===== config.mk =====
export PLATFORM = sky130hd
export DESIGN_NAME = magnetometer_minmax_calibrator_unit_flat
export DESIGN_NICKNAME = d
export VERILOG_FILES = /design/src/rtl/mmc_pkg.sv /design/src/rtl/mmc_in_if.sv /design/src/rtl/mmc_out_if.sv /design/src/rtl/mmc_ctrl.sv /design/src/rtl/mmc_dp.sv /design/src/rtl/magnetometer_minmax_calibrator_unit.sv /design/src/flat_wrapper.sv
export SDC_FILE = /design/constraint.sdc
export NUM_CORES = 2
export LEC_CHECK = 0
export BUFFER_PORTS_ARGS = -buffer_cell sky130_fd_sc_hd__buf_2
export CORE_ASPECT_RATIO = 0.75
export CORE_MARGIN = 2
export CORE_UTILIZATION = 43
export CTS_BUF_LIST = sky130_fd_sc_hd__clkbuf_16
export DETAILED_ROUTE_END_ITERATION = 8
export HOLD_SLACK_MARGIN = 0.02
export SYNTH_ARGS = -nofsm -noshare
export SYNTH_HDL_FRONTEND = slang
export SYNTH_SLANG_ARGS = --single-unit

===== constraint.sdc =====
create_clock -name clk -period 19.35 [get_ports clk]
set_input_delay 1.935 -clock clk [delete_from_list [all_inputs] [get_ports clk]]
set_output_delay 1.935 -clock clk [all_outputs]
set_load 0.1 [all_outputs]

===== src/rtl/mmc_pkg.sv =====
package mmc_pkg;

  // fixed field widths
  localparam int RAW_W = 16;
  localparam int CAL_W = 24;
  localparam int SCL_W = 16;
  localparam int TGT_W = 16;
  localparam int INV_W = 24;
  localparam int CFG_W = 24;
  localparam int IDX_W = 1;

  // tracked axes and sample counter width
  localparam int AXES       = 3;
  localparam int COUNT_BITS = 16;

  localparam int AXIS_W = (AXES > 1) ? $clog2(AXES) : 1;
  localparam int CMP_W  = (COUNT_BITS > TGT_W) ? COUNT_BITS : TGT_W;

  // scale divider widths
  localparam int RNG_W  = RAW_W;
  localparam int DEN_W  = RNG_W + $clog2(AXES + 1);
  localparam int SUM_W  = DEN_W;
  localparam int DIV_W  = DEN_W + 1;
  localparam int NUM_W  = SUM_W + 16;
  localparam int STEP_W = $clog2(SCL_W);

  // shared multiplier and rounding
  localparam int MA_W   = 32;
  localparam int MB_W   = INV_W;
  localparam int PROD_W = MA_W + MB_W;
  localparam int RND_SH = 30;
  localparam int Q_W    = PROD_W + 1 - RND_SH;

  // register indexes
  localparam logic [IDX_W-1:0] REG_TARGET = 1'b0;
  localparam logic [IDX_W-1:0] REG_INV    = 1'b1;

  // register reset values
  localparam logic [TGT_W-1:0] TARGET_RST = 16'd512;
  localparam logic [INV_W-1:0] INV_RST    = 24'd65536;

  // built-in calibration, offsets Q11.4, scales Q2.14
  localparam logic signed [RAW_W-1:0] DFLT_OFFSET [0:2] = '{16'sd77, -16'sd55, 16'sd118};
  localparam logic [SCL_W-1:0]        DFLT_SCALE  [0:2] = '{16'd15353, 16'd15633, 16'd18516};

  // controller to datapath commands
  typedef struct packed {
    logic              take;
    logic              dflt;
    logic              clr;
    logic              upd;
    logic              sum;
    logic              dprep;
    logic              dstep;
    logic              dstore;
    logic              mul1;
    logic              mul2;
    logic              rnd;
    logic              emit;
    logic              emit_cal;
    logic [AXIS_W-1:0] axis;
  } cmd_t;

  // datapath to controller status
  typedef struct packed {
    logic count_hit;
    logic div_sat;
    logic out_free;
  } status_t;

endpackage


===== src/rtl/mmc_in_if.sv =====
interface mmc_in_if;
  logic                              valid;
  logic                              ready;
  logic                              cmd;
  logic signed [mmc_pkg::RAW_W-1:0]  mag_x;
  logic signed [mmc_pkg::RAW_W-1:0]  mag_y;
  logic signed [mmc_pkg::RAW_W-1:0]  mag_z;

  modport source (output valid, cmd, mag_x, mag_y, mag_z, input ready);
  modport sink   (input valid, cmd, mag_x, mag_y, mag_z, output ready);
endinterface


===== src/rtl/mmc_out_if.sv =====
interface mmc_out_if;
  logic                              valid;
  logic                              ready;
  logic signed [mmc_pkg::CAL_W-1:0]  cal_x;
  logic signed [mmc_pkg::CAL_W-1:0]  cal_y;
  logic signed [mmc_pkg::CAL_W-1:0]  cal_z;
  logic                              is_calibrated;

  modport source (output valid, cal_x, cal_y, cal_z, is_calibrated, input ready);
  modport sink   (input valid, cal_x, cal_y, cal_z, is_calibrated, output ready);
endinterface


===== src/rtl/mmc_ctrl.sv =====
module mmc_ctrl (
  input  logic             clk,
  input  logic             rst,
  input  logic             in_valid,
  input  logic             in_cmd,
  output logic             in_ready,
  input  mmc_pkg::status_t st,
  output mmc_pkg::cmd_t    cmd
);

  // sequencer states
  localparam logic [3:0] S_WAIT   = 4'd0;
  localparam logic [3:0] S_UPD    = 4'd1;
  localparam logic [3:0] S_CHECK  = 4'd2;
  localparam logic [3:0] S_SUM    = 4'd3;
  localparam logic [3:0] S_DPREP  = 4'd4;
  localparam logic [3:0] S_DCHK   = 4'd5;
  localparam logic [3:0] S_DSTEP  = 4'd6;
  localparam logic [3:0] S_DSTORE = 4'd7;
  localparam logic [3:0] S_MUL1   = 4'd8;
  localparam logic [3:0] S_MUL2   = 4'd9;
  localparam logic [3:0] S_RND    = 4'd10;
  localparam logic [3:0] S_EMIT   = 4'd11;

  // calibration phases
  localparam logic [2:0] PH_IDLE    = 3'd0;
  localparam logic [2:0] PH_START   = 3'd1;
  localparam logic [2:0] PH_COLLECT = 3'd2;
  localparam logic [2:0] PH_COMPUTE = 3'd3;
  localparam logic [2:0] PH_DONE    = 3'd4;

  localparam logic [mmc_pkg::AXIS_W-1:0] AXIS_LAST = mmc_pkg::AXIS_W'(mmc_pkg::AXES - 1);
  localparam logic [mmc_pkg::STEP_W-1:0] STEP_LAST = mmc_pkg::STEP_W'(mmc_pkg::SCL_W - 1);

  logic [3:0]                  state, state_next;
  logic [2:0]                  phase, phase_next;
  logic [mmc_pkg::AXIS_W-1:0]  axis, axis_next;
  logic [mmc_pkg::STEP_W-1:0]  step, step_next;
  logic                        em_cal, em_cal_next;
  logic                        axis_last;

  assign axis_last = (axis == AXIS_LAST);

  // next state and command decode
  always_comb begin
    state_next  = state;
    phase_next  = phase;
    axis_next   = axis;
    step_next   = step;
    em_cal_next = em_cal;
    in_ready    = 1'b0;
    cmd         = '0;
    cmd.axis     = axis;
    cmd.emit_cal = em_cal;
    case (state)
      S_WAIT: begin
        in_ready = 1'b1;
        if (in_valid) begin
          cmd.take = 1'b1;
          if (in_cmd) begin
            phase_next = PH_START;
          end else begin
            case (phase)
              PH_IDLE: begin
                cmd.dflt    = 1'b1;
                phase_next  = PH_DONE;
                em_cal_next = 1'b0;
                state_next  = S_EMIT;
              end
              PH_START: begin
                cmd.clr     = 1'b1;
                phase_next  = PH_COLLECT;
                em_cal_next = 1'b0;
                state_next  = S_EMIT;
              end
              PH_COLLECT: begin
                em_cal_next = 1'b0;
                state_next  = S_UPD;
              end
              PH_COMPUTE: begin
                phase_next  = PH_DONE;
                em_cal_next = 1'b0;
                state_next  = S_SUM;
              end
              default: begin
                em_cal_next = 1'b1;
                axis_next   = '0;
                state_next  = S_MUL1;
              end
            endcase
          end
        end
      end
      S_UPD: begin
        cmd.upd    = 1'b1;
        state_next = S_CHECK;
      end
      S_CHECK: begin
        if (st.count_hit) begin
          phase_next = PH_COMPUTE;
        end
        state_next = S_EMIT;
      end
      S_SUM: begin
        cmd.sum    = 1'b1;
        axis_next  = '0;
        state_next = S_DPREP;
      end
      S_DPREP: begin
        cmd.dprep  = 1'b1;
        state_next = S_DCHK;
      end
      S_DCHK: begin
        if (st.div_sat) begin
          if (axis_last) begin
            state_next = S_EMIT;
          end else begin
            axis_next  = axis + 1'b1;
            state_next = S_DPREP;
          end
        end else begin
          step_next  = '0;
          state_next = S_DSTEP;
        end
      end
      S_DSTEP: begin
        cmd.dstep = 1'b1;
        step_next = step + 1'b1;
        if (step == STEP_LAST) begin
          state_next = S_DSTORE;
        end
      end
      S_DSTORE: begin
        cmd.dstore = 1'b1;
        if (axis_last) begin
          state_next = S_EMIT;
        end else begin
          axis_next  = axis + 1'b1;
          state_next = S_DPREP;
        end
      end
      S_MUL1: begin
        cmd.mul1   = 1'b1;
        state_next = S_MUL2;
      end
      S_MUL2: begin
        cmd.mul2   = 1'b1;
        state_next = S_RND;
      end
      S_RND: begin
        cmd.rnd = 1'b1;
        if (axis_last) begin
          state_next = S_EMIT;
        end else begin
          axis_next  = axis + 1'b1;
          state_next = S_MUL1;
        end
      end
      S_EMIT: begin
        if (st.out_free) begin
          cmd.emit   = 1'b1;
          state_next = S_WAIT;
        end
      end
      default: begin
        state_next = S_WAIT;
      end
    endcase
  end

  // control registers
  always_ff @(posedge clk) begin
    if (rst) begin
      state  <= S_WAIT;
      phase  <= PH_IDLE;
      axis   <= '0;
      step   <= '0;
      em_cal <= 1'b0;
    end else begin
      state  <= state_next;
      phase  <= phase_next;
      axis   <= axis_next;
      step   <= step_next;
      em_cal <= em_cal_next;
    end
  end

endmodule


===== src/rtl/mmc_dp.sv =====
module mmc_dp (
  input  logic                              clk,
  input  logic                              rst,
  input  mmc_pkg::cmd_t                     cmd,
  output mmc_pkg::status_t                  st,
  input  logic                              cfg_we,
  input  logic [mmc_pkg::IDX_W-1:0]         cfg_idx,
  input  logic [mmc_pkg::CFG_W-1:0]         cfg_data,
  input  logic signed [mmc_pkg::RAW_W-1:0]  mag_x,
  input  logic signed [mmc_pkg::RAW_W-1:0]  mag_y,
  input  logic signed [mmc_pkg::RAW_W-1:0]  mag_z,
  output logic                              out_valid,
  input  logic                              out_ready,
  output logic signed [mmc_pkg::CAL_W-1:0]  cal_x,
  output logic signed [mmc_pkg::CAL_W-1:0]  cal_y,
  output logic signed [mmc_pkg::CAL_W-1:0]  cal_z,
  output logic                              is_calibrated
);

  localparam int AX = mmc_pkg::AXES;

  // configuration
  logic [mmc_pkg::TGT_W-1:0] target;
  logic [mmc_pkg::INV_W-1:0] inv;

  // per-axis stores
  logic signed [mmc_pkg::RAW_W-1:0] raw   [0:AX-1];
  logic signed [mmc_pkg::RAW_W-1:0] mn    [0:AX-1];
  logic signed [mmc_pkg::RAW_W-1:0] mx    [0:AX-1];
  logic signed [mmc_pkg::RAW_W-1:0] off   [0:AX-1];
  logic [mmc_pkg::SCL_W-1:0]        scl   [0:AX-1];
  logic [mmc_pkg::RNG_W-1:0]        rng   [0:AX-1];
  logic signed [mmc_pkg::CAL_W-1:0] acc   [0:AX-1];
  logic [mmc_pkg::COUNT_BITS-1:0]   count;

  // divider state
  logic [mmc_pkg::SUM_W-1:0] sum;
  logic [mmc_pkg::DIV_W-1:0] dreg;
  logic [mmc_pkg::DIV_W-1:0] rem;
  logic [15:0]               nlo;
  logic [mmc_pkg::SCL_W-1:0] quo;
  logic                      div_sat;

  // multiplier state
  logic [mmc_pkg::PROD_W-1:0] prod;
  logic                       sgn;

  logic signed [mmc_pkg::RAW_W-1:0] in_raw [0:2];
  logic signed [mmc_pkg::CAL_W-1:0] ov     [0:2];

  assign in_raw[0] = mag_x;
  assign in_raw[1] = mag_y;
  assign in_raw[2] = mag_z;

  // range, midpoint and running sum of ranges
  logic [mmc_pkg::RNG_W-1:0]        rng_c [0:AX-1];
  logic signed [mmc_pkg::RAW_W-1:0] mid_c [0:AX-1];
  logic [mmc_pkg::SUM_W-1:0]        sum_c;

  always_comb begin
    logic signed [mmc_pkg::RAW_W:0] ds;
    logic signed [mmc_pkg::RAW_W:0] ms;
    sum_c = '0;
    for (int a = 0; a < AX; a++) begin
      ds = {mx[a][mmc_pkg::RAW_W-1], mx[a]} - {mn[a][mmc_pkg::RAW_W-1], mn[a]};
      ms = {mx[a][mmc_pkg::RAW_W-1], mx[a]} + {mn[a][mmc_pkg::RAW_W-1], mn[a]};
      rng_c[a] = (ds > 0) ? ds[mmc_pkg::RNG_W-1:0] : '0;
      mid_c[a] = ms[mmc_pkg::RAW_W:1];
      sum_c = sum_c + mmc_pkg::SUM_W'(rng_c[a]);
    end
  end

  // divider setup: numerator, divisor and saturation check
  logic [mmc_pkg::DEN_W-1:0]    den_c;
  logic [mmc_pkg::DIV_W-1:0]    dv_c;
  logic [mmc_pkg::NUM_W-1:0]    num_c;
  logic                         ovf_c;

  assign den_c = mmc_pkg::DEN_W'(rng[cmd.axis]) * mmc_pkg::DEN_W'(AX);
  assign dv_c  = {den_c, 1'b0};
  assign num_c = (mmc_pkg::NUM_W'(sum) << 15) + mmc_pkg::NUM_W'(den_c);
  assign ovf_c = ({1'b0, num_c} >= {dv_c, 16'd0});

  // one restoring step
  logic [mmc_pkg::DIV_W:0]   r2_c;
  logic                      ge_c;
  logic [mmc_pkg::DIV_W:0]   rs_c;

  assign r2_c = {rem, nlo[15]};
  assign ge_c = (r2_c >= {1'b0, dreg});
  assign rs_c = r2_c - {1'b0, dreg};

  // magnitude of raw minus offset
  logic signed [mmc_pkg::RAW_W:0] diff_c;
  logic [mmc_pkg::RAW_W:0]        neg_c;
  logic [mmc_pkg::RAW_W-1:0]      mag_c;

  assign diff_c = {raw[cmd.axis][mmc_pkg::RAW_W-1], raw[cmd.axis]}
                - {off[cmd.axis][mmc_pkg::RAW_W-1], off[cmd.axis]};
  assign neg_c  = -diff_c;
  assign mag_c  = diff_c[mmc_pkg::RAW_W] ? neg_c[mmc_pkg::RAW_W-1:0]
                                         : diff_c[mmc_pkg::RAW_W-1:0];

  // shared multiplier operands
  logic [mmc_pkg::MA_W-1:0] mul_a;
  logic [mmc_pkg::MB_W-1:0] mul_b;

  always_comb begin
    if (cmd.mul2) begin
      mul_a = prod[mmc_pkg::MA_W-1:0];
      mul_b = inv;
    end else begin
      mul_a = mmc_pkg::MA_W'(mag_c);
      mul_b = mmc_pkg::MB_W'(scl[cmd.axis]);
    end
  end

  // round half away from zero and saturate
  logic [mmc_pkg::PROD_W:0]    rsum_c;
  logic [mmc_pkg::Q_W-1:0]     q_c;
  logic [mmc_pkg::Q_W-1:0]     lim_c;
  logic [mmc_pkg::Q_W-1:0]     qs_c;
  logic [mmc_pkg::CAL_W-1:0]   res_c;

  assign rsum_c = {1'b0, prod} + ((mmc_pkg::PROD_W + 1)'(1) << (mmc_pkg::RND_SH - 1));
  assign q_c    = rsum_c[mmc_pkg::PROD_W:mmc_pkg::RND_SH];
  assign lim_c  = sgn ? (mmc_pkg::Q_W'(1) << (mmc_pkg::CAL_W - 1))
                      : ((mmc_pkg::Q_W'(1) << (mmc_pkg::CAL_W - 1)) - 1'b1);
  assign qs_c   = (q_c > lim_c) ? lim_c : q_c;
  assign res_c  = sgn ? -qs_c[mmc_pkg::CAL_W-1:0] : qs_c[mmc_pkg::CAL_W-1:0];

  // status
  assign st.count_hit = (mmc_pkg::CMP_W'(count) >= mmc_pkg::CMP_W'(target)) || (&count);
  assign st.div_sat   = div_sat;
  assign st.out_free  = !out_valid || out_ready;

  // configuration registers
  always_ff @(posedge clk) begin
    if (rst) begin
      target <= mmc_pkg::TARGET_RST;
      inv    <= mmc_pkg::INV_RST;
    end else if (cfg_we) begin
      case (cfg_idx)
        mmc_pkg::REG_TARGET: target <= cfg_data[mmc_pkg::TGT_W-1:0];
        mmc_pkg::REG_INV:    inv    <= cfg_data[mmc_pkg::INV_W-1:0];
        default: ;
      endcase
    end
  end

  // per-axis stores
  always_ff @(posedge clk) begin
    for (int a = 0; a < AX; a++) begin
      if (cmd.take) begin
        raw[a] <= in_raw[a];
      end
      if (cmd.clr) begin
        mn[a] <= {1'b0, {(mmc_pkg::RAW_W-1){1'b1}}};
        mx[a] <= {1'b1, {(mmc_pkg::RAW_W-1){1'b0}}};
      end else if (cmd.upd) begin
        if (raw[a] < mn[a]) mn[a] <= raw[a];
        if (raw[a] > mx[a]) mx[a] <= raw[a];
      end
      if (cmd.dflt) begin
        off[a] <= mmc_pkg::DFLT_OFFSET[a];
        scl[a] <= mmc_pkg::DFLT_SCALE[a];
      end else if (cmd.sum) begin
        off[a] <= mid_c[a];
      end
      if (cmd.sum) begin
        rng[a] <= rng_c[a];
      end
    end
    if (cmd.dprep && (den_c == '0 || ovf_c)) begin
      scl[cmd.axis] <= '1;
    end else if (cmd.dstore) begin
      scl[cmd.axis] <= quo;
    end
    if (cmd.rnd) begin
      acc[cmd.axis] <= res_c;
    end
  end

  // sample counter, saturating
  always_ff @(posedge clk) begin
    if (cmd.clr) begin
      count <= '0;
    end else if (cmd.upd && !(&count)) begin
      count <= count + 1'b1;
    end
  end

  // scale divider
  always_ff @(posedge clk) begin
    if (cmd.sum) begin
      sum <= sum_c;
    end
    if (cmd.dprep) begin
      div_sat <= (den_c == '0) || ovf_c;
      dreg    <= dv_c;
      rem     <= mmc_pkg::DIV_W'(num_c[mmc_pkg::NUM_W-1:16]);
      nlo     <= num_c[15:0];
      quo     <= '0;
    end else if (cmd.dstep) begin
      rem <= ge_c ? rs_c[mmc_pkg::DIV_W-1:0] : r2_c[mmc_pkg::DIV_W-1:0];
      nlo <= {nlo[14:0], 1'b0};
      quo <= {quo[mmc_pkg::SCL_W-2:0], ge_c};
    end
  end

  // shared multiplier
  always_ff @(posedge clk) begin
    if (cmd.mul1 || cmd.mul2) begin
      prod <= mmc_pkg::PROD_W'(mul_a) * mmc_pkg::PROD_W'(mul_b);
    end
    if (cmd.mul1) begin
      sgn <= diff_c[mmc_pkg::RAW_W];
    end
  end

  // output values, zero for untracked axes and for uncalibrated beats
  for (genvar g = 0; g < 3; g++) begin : g_ov
    if (g < AX) begin : g_on
      assign ov[g] = cmd.emit_cal ? acc[g] : '0;
    end else begin : g_off
      assign ov[g] = '0;
    end
  end

  // output register
  always_ff @(posedge clk) begin
    if (rst) begin
      out_valid <= 1'b0;
    end else if (cmd.emit) begin
      out_valid <= 1'b1;
    end else if (out_ready) begin
      out_valid <= 1'b0;
    end
  end

  always_ff @(posedge clk) begin
    if (cmd.emit) begin
      cal_x         <= ov[0];
      cal_y         <= ov[1];
      cal_z         <= ov[2];
      is_calibrated <= cmd.emit_cal;
    end
  end

endmodule


===== src/rtl/magnetometer_minmax_calibrator_unit.sv =====
// channel  dir  handshake      payload
// din      in   valid/ready    cmd, mag_x, mag_y, mag_z
// dout     out  valid/ready    cal_x, cal_y, cal_z, is_calibrated
// cfg      in   cfg_we         cfg_idx, cfg_data
//
// start command: no result
// calibrated sample: paced by the
// shared 32x24 multiplier taking two products and a rounding step per axis
// compute sample: paced by the 16-step restoring divider per axis
// a finished beat waits in the output register while the next beat is taken
// synchronous reset, no clearing pass
module magnetometer_minmax_calibrator_unit (
  input  logic                      clk,
  input  logic                      rst,
  mmc_in_if.sink                    din,
  mmc_out_if.source                 dout,
  input  logic                      cfg_we,
  input  logic [mmc_pkg::IDX_W-1:0] cfg_idx,
  input  logic [mmc_pkg::CFG_W-1:0] cfg_data
);

  mmc_pkg::cmd_t    cmd;
  mmc_pkg::status_t st;

  // sequencer
  mmc_ctrl u_ctrl (
    .clk      (clk),
    .rst      (rst),
    .in_valid (din.valid),
    .in_cmd   (din.cmd),
    .in_ready (din.ready),
    .st       (st),
    .cmd      (cmd)
  );

  // datapath
  mmc_dp u_dp (
    .clk           (clk),
    .rst           (rst),
    .cmd           (cmd),
    .st            (st),
    .cfg_we        (cfg_we),
    .cfg_idx       (cfg_idx),
    .cfg_data      (cfg_data),
    .mag_x         (din.mag_x),
    .mag_y         (din.mag_y),
    .mag_z         (din.mag_z),
    .out_valid     (dout.valid),
    .out_ready     (dout.ready),
    .cal_x         (dout.cal_x),
    .cal_y         (dout.cal_y),
    .cal_z         (dout.cal_z),
    .is_calibrated (dout.is_calibrated)
  );

  // uncalibrated beats carry zeros
  a_zero_uncal: assert property (@(posedge clk) disable iff (rst)
    (dout.valid && !dout.is_calibrated) |->
      (dout.cal_x == '0 && dout.cal_y == '0 && dout.cal_z == '0))
    else $error("uncalibrated beat with nonzero field");

  // a start command never produces a result
  a_start_silent: assert property (@(posedge clk) disable iff (rst)
    (din.valid && din.ready && din.cmd) |=> !$rose(dout.valid))
    else $error("start command produced a result");

  // the block is busy in the cycle after it takes a sample
  a_sample_busy: assert property (@(posedge clk) disable iff (rst)
    (din.valid && din.ready && !din.cmd) |=> !din.ready)
    else $error("sample accepted without work");

endmodule


===== src/flat_wrapper.sv =====
// flat-port wrapper written by rule: the top's interface ports become plain ports
module magnetometer_minmax_calibrator_unit_flat 
  (clk, rst, cfg_we, cfg_idx, cfg_data, din_valid, din_cmd, din_mag_x, din_mag_y, din_mag_z, din_ready, dout_valid, dout_cal_x, dout_cal_y, dout_cal_z, dout_is_calibrated, dout_ready);
  mmc_in_if din_i ();
  mmc_out_if dout_i ();
  input  logic clk;
  input  logic rst;
  input  logic cfg_we;
  input  logic [mmc_pkg::IDX_W-1:0] cfg_idx;
  input  logic [mmc_pkg::CFG_W-1:0] cfg_data;
  input wire logic [$bits(din_i.valid)-1:0] din_valid;
  input wire logic [$bits(din_i.cmd)-1:0] din_cmd;
  input wire logic [$bits(din_i.mag_x)-1:0] din_mag_x;
  input wire logic [$bits(din_i.mag_y)-1:0] din_mag_y;
  input wire logic [$bits(din_i.mag_z)-1:0] din_mag_z;
  output wire logic [$bits(din_i.ready)-1:0] din_ready;
  output wire logic [$bits(dout_i.valid)-1:0] dout_valid;
  output wire logic [$bits(dout_i.cal_x)-1:0] dout_cal_x;
  output wire logic [$bits(dout_i.cal_y)-1:0] dout_cal_y;
  output wire logic [$bits(dout_i.cal_z)-1:0] dout_cal_z;
  output wire logic [$bits(dout_i.is_calibrated)-1:0] dout_is_calibrated;
  input wire logic [$bits(dout_i.ready)-1:0] dout_ready;
  assign din_i.valid = din_valid;
  assign din_i.cmd = din_cmd;
  assign din_i.mag_x = din_mag_x;
  assign din_i.mag_y = din_mag_y;
  assign din_i.mag_z = din_mag_z;
  assign din_ready = din_i.ready;
  assign dout_valid = dout_i.valid;
  assign dout_cal_x = dout_i.cal_x;
  assign dout_cal_y = dout_i.cal_y;
  assign dout_cal_z = dout_i.cal_z;
  assign dout_is_calibrated = dout_i.is_calibrated;
  assign dout_i.ready = dout_ready;
  magnetometer_minmax_calibrator_unit u_core (.clk(clk), .rst(rst), .din(din_i), .dout(dout_i), .cfg_we(cfg_we), .cfg_idx(cfg_idx), .cfg_data(cfg_data));
endmodule

Yosys cells after proc, flatten, opt, wreduce, memory -nomap -nowiden
Memories as Yosys holds them, arrays and structs flattened. A register that Yosys moved wholly into a read port is not among the register bits.
Index checks and enable logic that the tools add are counted.
Storage, ports and cells
  bits in writable memories: 360
  output and inout port bits: 75
  logic and storage cells: 244
  memories kept: 7
  input port bits: 79
  register bits: 217
Memories
  u_core.u_dp.acc: depth 3, width 24, read ports 3, clocked after memory_dff 3, wr ports 1, RTL line mmc_dp.sv:33  | logic signed [mmc_pkg::CAL_W-1:0] acc [0:AX-1];
  u_core.u_dp.mn: depth 3, width 16, read ports 3, clocked after memory_dff 0, wr ports 3, RTL line mmc_dp.sv:28  | logic signed [mmc_pkg::RAW_W-1:0] mn [0:AX-1];
  u_core.u_dp.mx: depth 3, width 16, read ports 3, clocked after memory_dff 0, wr ports 3, RTL line mmc_dp.sv:29  | logic signed [mmc_pkg::RAW_W-1:0] mx [0:AX-1];
  u_core.u_dp.off: depth 3, width 16, read ports 1, clocked after memory_dff 1, wr ports 3, RTL line mmc_dp.sv:30  | logic signed [mmc_pkg::RAW_W-1:0] off [0:AX-1];
  u_core.u_dp.raw: depth 3, width 16, read ports 4, clocked after memory_dff 1, wr ports 3, RTL line mmc_dp.sv:27  | logic signed [mmc_pkg::RAW_W-1:0] raw [0:AX-1];
  u_core.u_dp.rng: depth 3, width 16, read ports 1, clocked after memory_dff 1, wr ports 3, RTL line mmc_dp.sv:32  | logic [mmc_pkg::RNG_W-1:0] rng [0:AX-1];
  +1 memories
Cells by class
  add/sub/neg operators: 17
  equality and inequality tests: 25
  multipliers: 2
  reduce and logical (&&, ||, !) cells: 32
  mux-type cells: 117
  bitwise logic cells: 12
  magnitude comparators: 13
Operator list (number)
  $mux 16: 17
  $mux 24: 4
  $add 16x16->17: 4
  $sub 16x16->17: 4
  $mux 1: 58
  $add 56x30->57 const B: 1
  $mul 32x24->56: 1
  $gt 17x1->1 const B: 3
  $gt 16x16->1: 3
  $lt 16x16->1: 3
  $pmux 4 s12: 1
  $mux 18: 2
  $ge 34x35->1: 1
  $add 33x18->34: 1
  $mux 2: 16
  $mux 32: 1
  $mux 4: 7
  $gt 27x24->1: 1
  $neg 24->24: 1
  $eq 4x4->1 const B: 5
  $ge 20x19->1: 1
  $mux 19: 1
  $sub 19x19->19: 1
  $add 17x16->18: 1
  38 further kinds: 80

Depth between registers and ports, before layout
  word-level depth: 10
  mapped depth: 45

Cells and area by module
A second synthesis with hierarchy kept.
Unflattened totals
  cells, all modules: 6473
  area, all modules: 63547.2 um^2
By module, submodules not included
  mmc_dp: seq. area each 18808.0 um^2, instances 1, cells an instance 6339, area each 62504.9 um^2
  mmc_ctrl: seq. area each 280.3 um^2, instances 1, cells an instance 134, area each 1042.2 um^2

Least setup slack after synthesis
No wires, ideal clock.
  path type: flip-flop to flip-flop
  from: register with a tool-made name
  to: register u_core.u_dp.prod[53] (netlist name) (data pin)
  stages on the path, launching flop included: 42
  data required time: 19.088 ns
  arrival: 11.508 ns
  setup slack: 7.580 ns
  cells stage by stage: dfxtp_1 > clkbuf_1 > buf_2 > clkbuf_1 > buf_1 > mux2i_1 > o21ai_0 > ha_1 > fa_1 > nor2b_1 > o21a_1 > o21a_1 > o21ai_0 > or4b_1 > o2bb2ai_2 > nor4_4 > a21oi_1 > mux2i_1 > (+6 left out) > fa_1 > fa_1 > inv_1 > fa_1 > inv_1 > fa_1 > inv_1 > ha_1 > a221o_1 > a31o_2 > a21oi_1 > o21a_1 > a311oi_1 > o31ai_1 > o21a_1 > o21ai_0 > a211oi_1 > a21oi_1
RTL lines
  to (signal assigned): RTL line mmc_dp.sv:214  | prod <= mmc_pkg::PROD_W'(mul_a) * mmc_pkg::PROD_W'(mul_b);
  to (decl): RTL line mmc_dp.sv:45  | logic [mmc_pkg::PROD_W-1:0] prod;

==> metrics <==
CTS buffer count=75; first-pass GRT wire length=286 mm; pin count of the biggest net entering global routing=77; Clk Latency, worst-skew pair=0.71 ns; hold_buf cts=0; post-route minimum period=12.10 ns; # fillers=13800; CP dominant cell by count=fa_1; WL final=184 mm; Reg clk slew, reported paths=0.06 ns; worst slack at placement=7.37 ns; Worst EP required=19.79 ns; HP Class=register to register; root cell of the clock tree=clkbuf_16; post-synth top area cell=edfxtp_1; CP Class=register to register; clk_skew=0.0423 ns; post-synth net total=7880; fin nets=7906; Post-Synthesis Cell Area=63900 sq um; Slew Viols, Final=0; H-tree depth=3; vias in the first global route=47500; Crit-path slowest cell=a31oi_2; port bufs=153; share of the synthesized area in the top cell type=27.1%; via count=47600; area growth from synthesis to layout=8.19%; vias per cell=5.49; Final Hold Violating Endpoints=0; Bufs on Longest Clock Path=3; Setup Buffers After CTS=0; cts repair resizes=0; die height=338 um; Mean Syn Cell Area=9.67 sq um; initial antenna violation count=12; top cells by count, synth=inv_1 (1043), nand2_1 (847), fa_1 (685); io pins=154; Starting Density=43.3%; row cnt=122; data arrival time of the critical path=12.54 ns; die area=152000 sq um; Die Width=449 um; final std cells w/o fill=8676; proportion of layout cells with a drive suffix above 1=7.19%; Placed Cells=8541; critical path startpoint category=register; Slew @ Worst Pin=1.38 ns; status=finished clean; Total Routing Usage GR=24.5%; Worst Hold Slack=0.450 ns; YS warnings=0; RSZ-0062 raised after global routing=false; Relative slew margins=8.15%; Worst Setup End Kind=register; Syn Inst Count=6608; global route overflow=0; setup ws final=7.25 ns; final setup vio count=0; Yosys cell types=91; Yosys reg bits=667; Core Area=148000 sq um; DR pass1 iterations=5; Residual DRC=0; f_max=0.0826 GHz; Synth area leaders=edfxtp_1 (27%), fa_1 (21%), ha_1 (9.9%); asr flop ratio synth=0%; most common cell in the netlist=inv_1; period utilization=62.6%; max incr delay on CP=0.81 ns; Post-synth EDFFs=577; DP HPWL=145 mm; CTS tree=done; Seq/Total Area, Yosys=29.9%; CP max FO=58; Synth Flop Type=edfxtp_1; Final Wtd Congestion=0.942; Initial DRC Count=4756; Fin Setup TNS=0 ns; Sink Count=667; max cap viols=0; Post-DRT Antenna Nets=0; average wire per standard cell=21.3 um
-- sequential cells by signal (all words and copies together), names as in the netlist, 4 cells and up, named ones only --
register	flops
u_core.u_dp.scl	64
u_core.u_ctrl.step	4
u_core.u_dp.prod	56
u_core.u_dp.raw	48
u_core.u_dp.nlo	16
u_core.u_dp.rng	48
u_core.u_dp.dreg	18
u_core.u_dp.cal_x	24
u_core.u_dp.mx	48
u_core.u_ctrl.state	4
u_core.u_dp.mn	48
u_core.u_dp.acc	72
u_core.u_dp.inv	24
u_core.u_dp.rem	19
u_core.u_dp.quo	16
u_core.u_dp.cal_z	24
u_core.u_dp.count	16
u_core.u_dp.sum	18
u_core.u_dp.off	48
u_core.u_dp.cal_y	24
u_core.u_dp.target	16
-- per-layer routing --
metal	global-route usage (%)	wire length [um]	vias to the layer above
li1	-	-	22000
met1	38.5	90900	23500
met2	33.8	72000	1857
met3	5.62	17400	233
met4	5.70	4150	8
met5	0	48	-
-- logic make-up (layout without fill, tap and decap cells) --
logic type | Yosys count | in the layout | synth area share, %
adder cells (fa/ha/maj) | 1193 | 1193 | 31.4
other | 0 | 2 | 0
multiplexers | 103 | 103 | 1.94
flip-flops | 667 | 667 | 29.9
buffers and inverters | 1341 | 1423 | 7.92
AND/OR/NAND/NOR | 2061 | 2061 | 15.4
XOR/XNOR | 221 | 221 | 3.05
AO/OA/AOI/OAI | 1022 | 1022 | 10.4
-- area by class of cell --
type	count	area (sq um)	area share, %
diodes	2	5.00	0.00724
clock buffers	75	1880	2.71
clock inverters	58	489	0.707
inverters	1044	3920	5.67
multi-input cells	4600	39800	57.5
flip-flops and latches	667	19100	27.7
well taps	1984	2480	3.59
repair buffers	246	1460	2.12
-- through the flow --
| step | utilization, % | instance area (sq um) |
|---|---|---|
| 2_1_floorplan | - | 63900 |
| 3_3_place_gp | 45.2 | 66800 |
| 3_5_place_dp | 45.2 | 66800 |
| 4_1_cts | 46.8 | 69100 |
| 5_1_grt | 46.8 | 69100 |
| 6_report | 46.8 | 69200 |
-- worst paths after layout --
kind,start,end,slack [ns],depth (start not counted)
max reg2reg,register,u_core.u_dp.prod[53],7.25,37
min,u_core.u_dp.inv[15],u_core.u_dp.inv[15],0.45,2
max,register,u_core.u_dp.prod[53],7.25,37
min reg2reg,u_core.u_dp.inv[15],u_core.u_dp.inv[15],0.45,2
-- worst max-delay path, delay by kind of cell, from the launching register on --
kind                     cells  cell delay (ns)
adder cells (fa/ha/maj)     10             4.81
AO/OA/AOI/OAI               16             4.74
AND/OR/NAND/NOR              5             0.89
buffers and inverters        6             0.86
flip-flops                   1             0.48
-- cell usage in the layout (no fill, tap or decap), types with 58 or more instances in the layout --
master     instances
nor3_1           104
mux2i_1           82
ha_1             508
nor2b_1           72
nor2_1           315
buf_4             93
dfxtp_1           87
nand2_1          845
and2_1           134
a21o_1           116
o21ai_0          195
nand3_1           94
fa_1             685
a211oi_1          69
and3_1           214
edfxtp_1         577
inv_1           1057
clkbuf_16         75
xnor2_1          149
buf_2            153
or2_2             58
a21oi_1          309
xor2_1            70
Power is not shown: default switching activity piles up to over one toggle a cycle in this logic, so the estimate is an artifact.
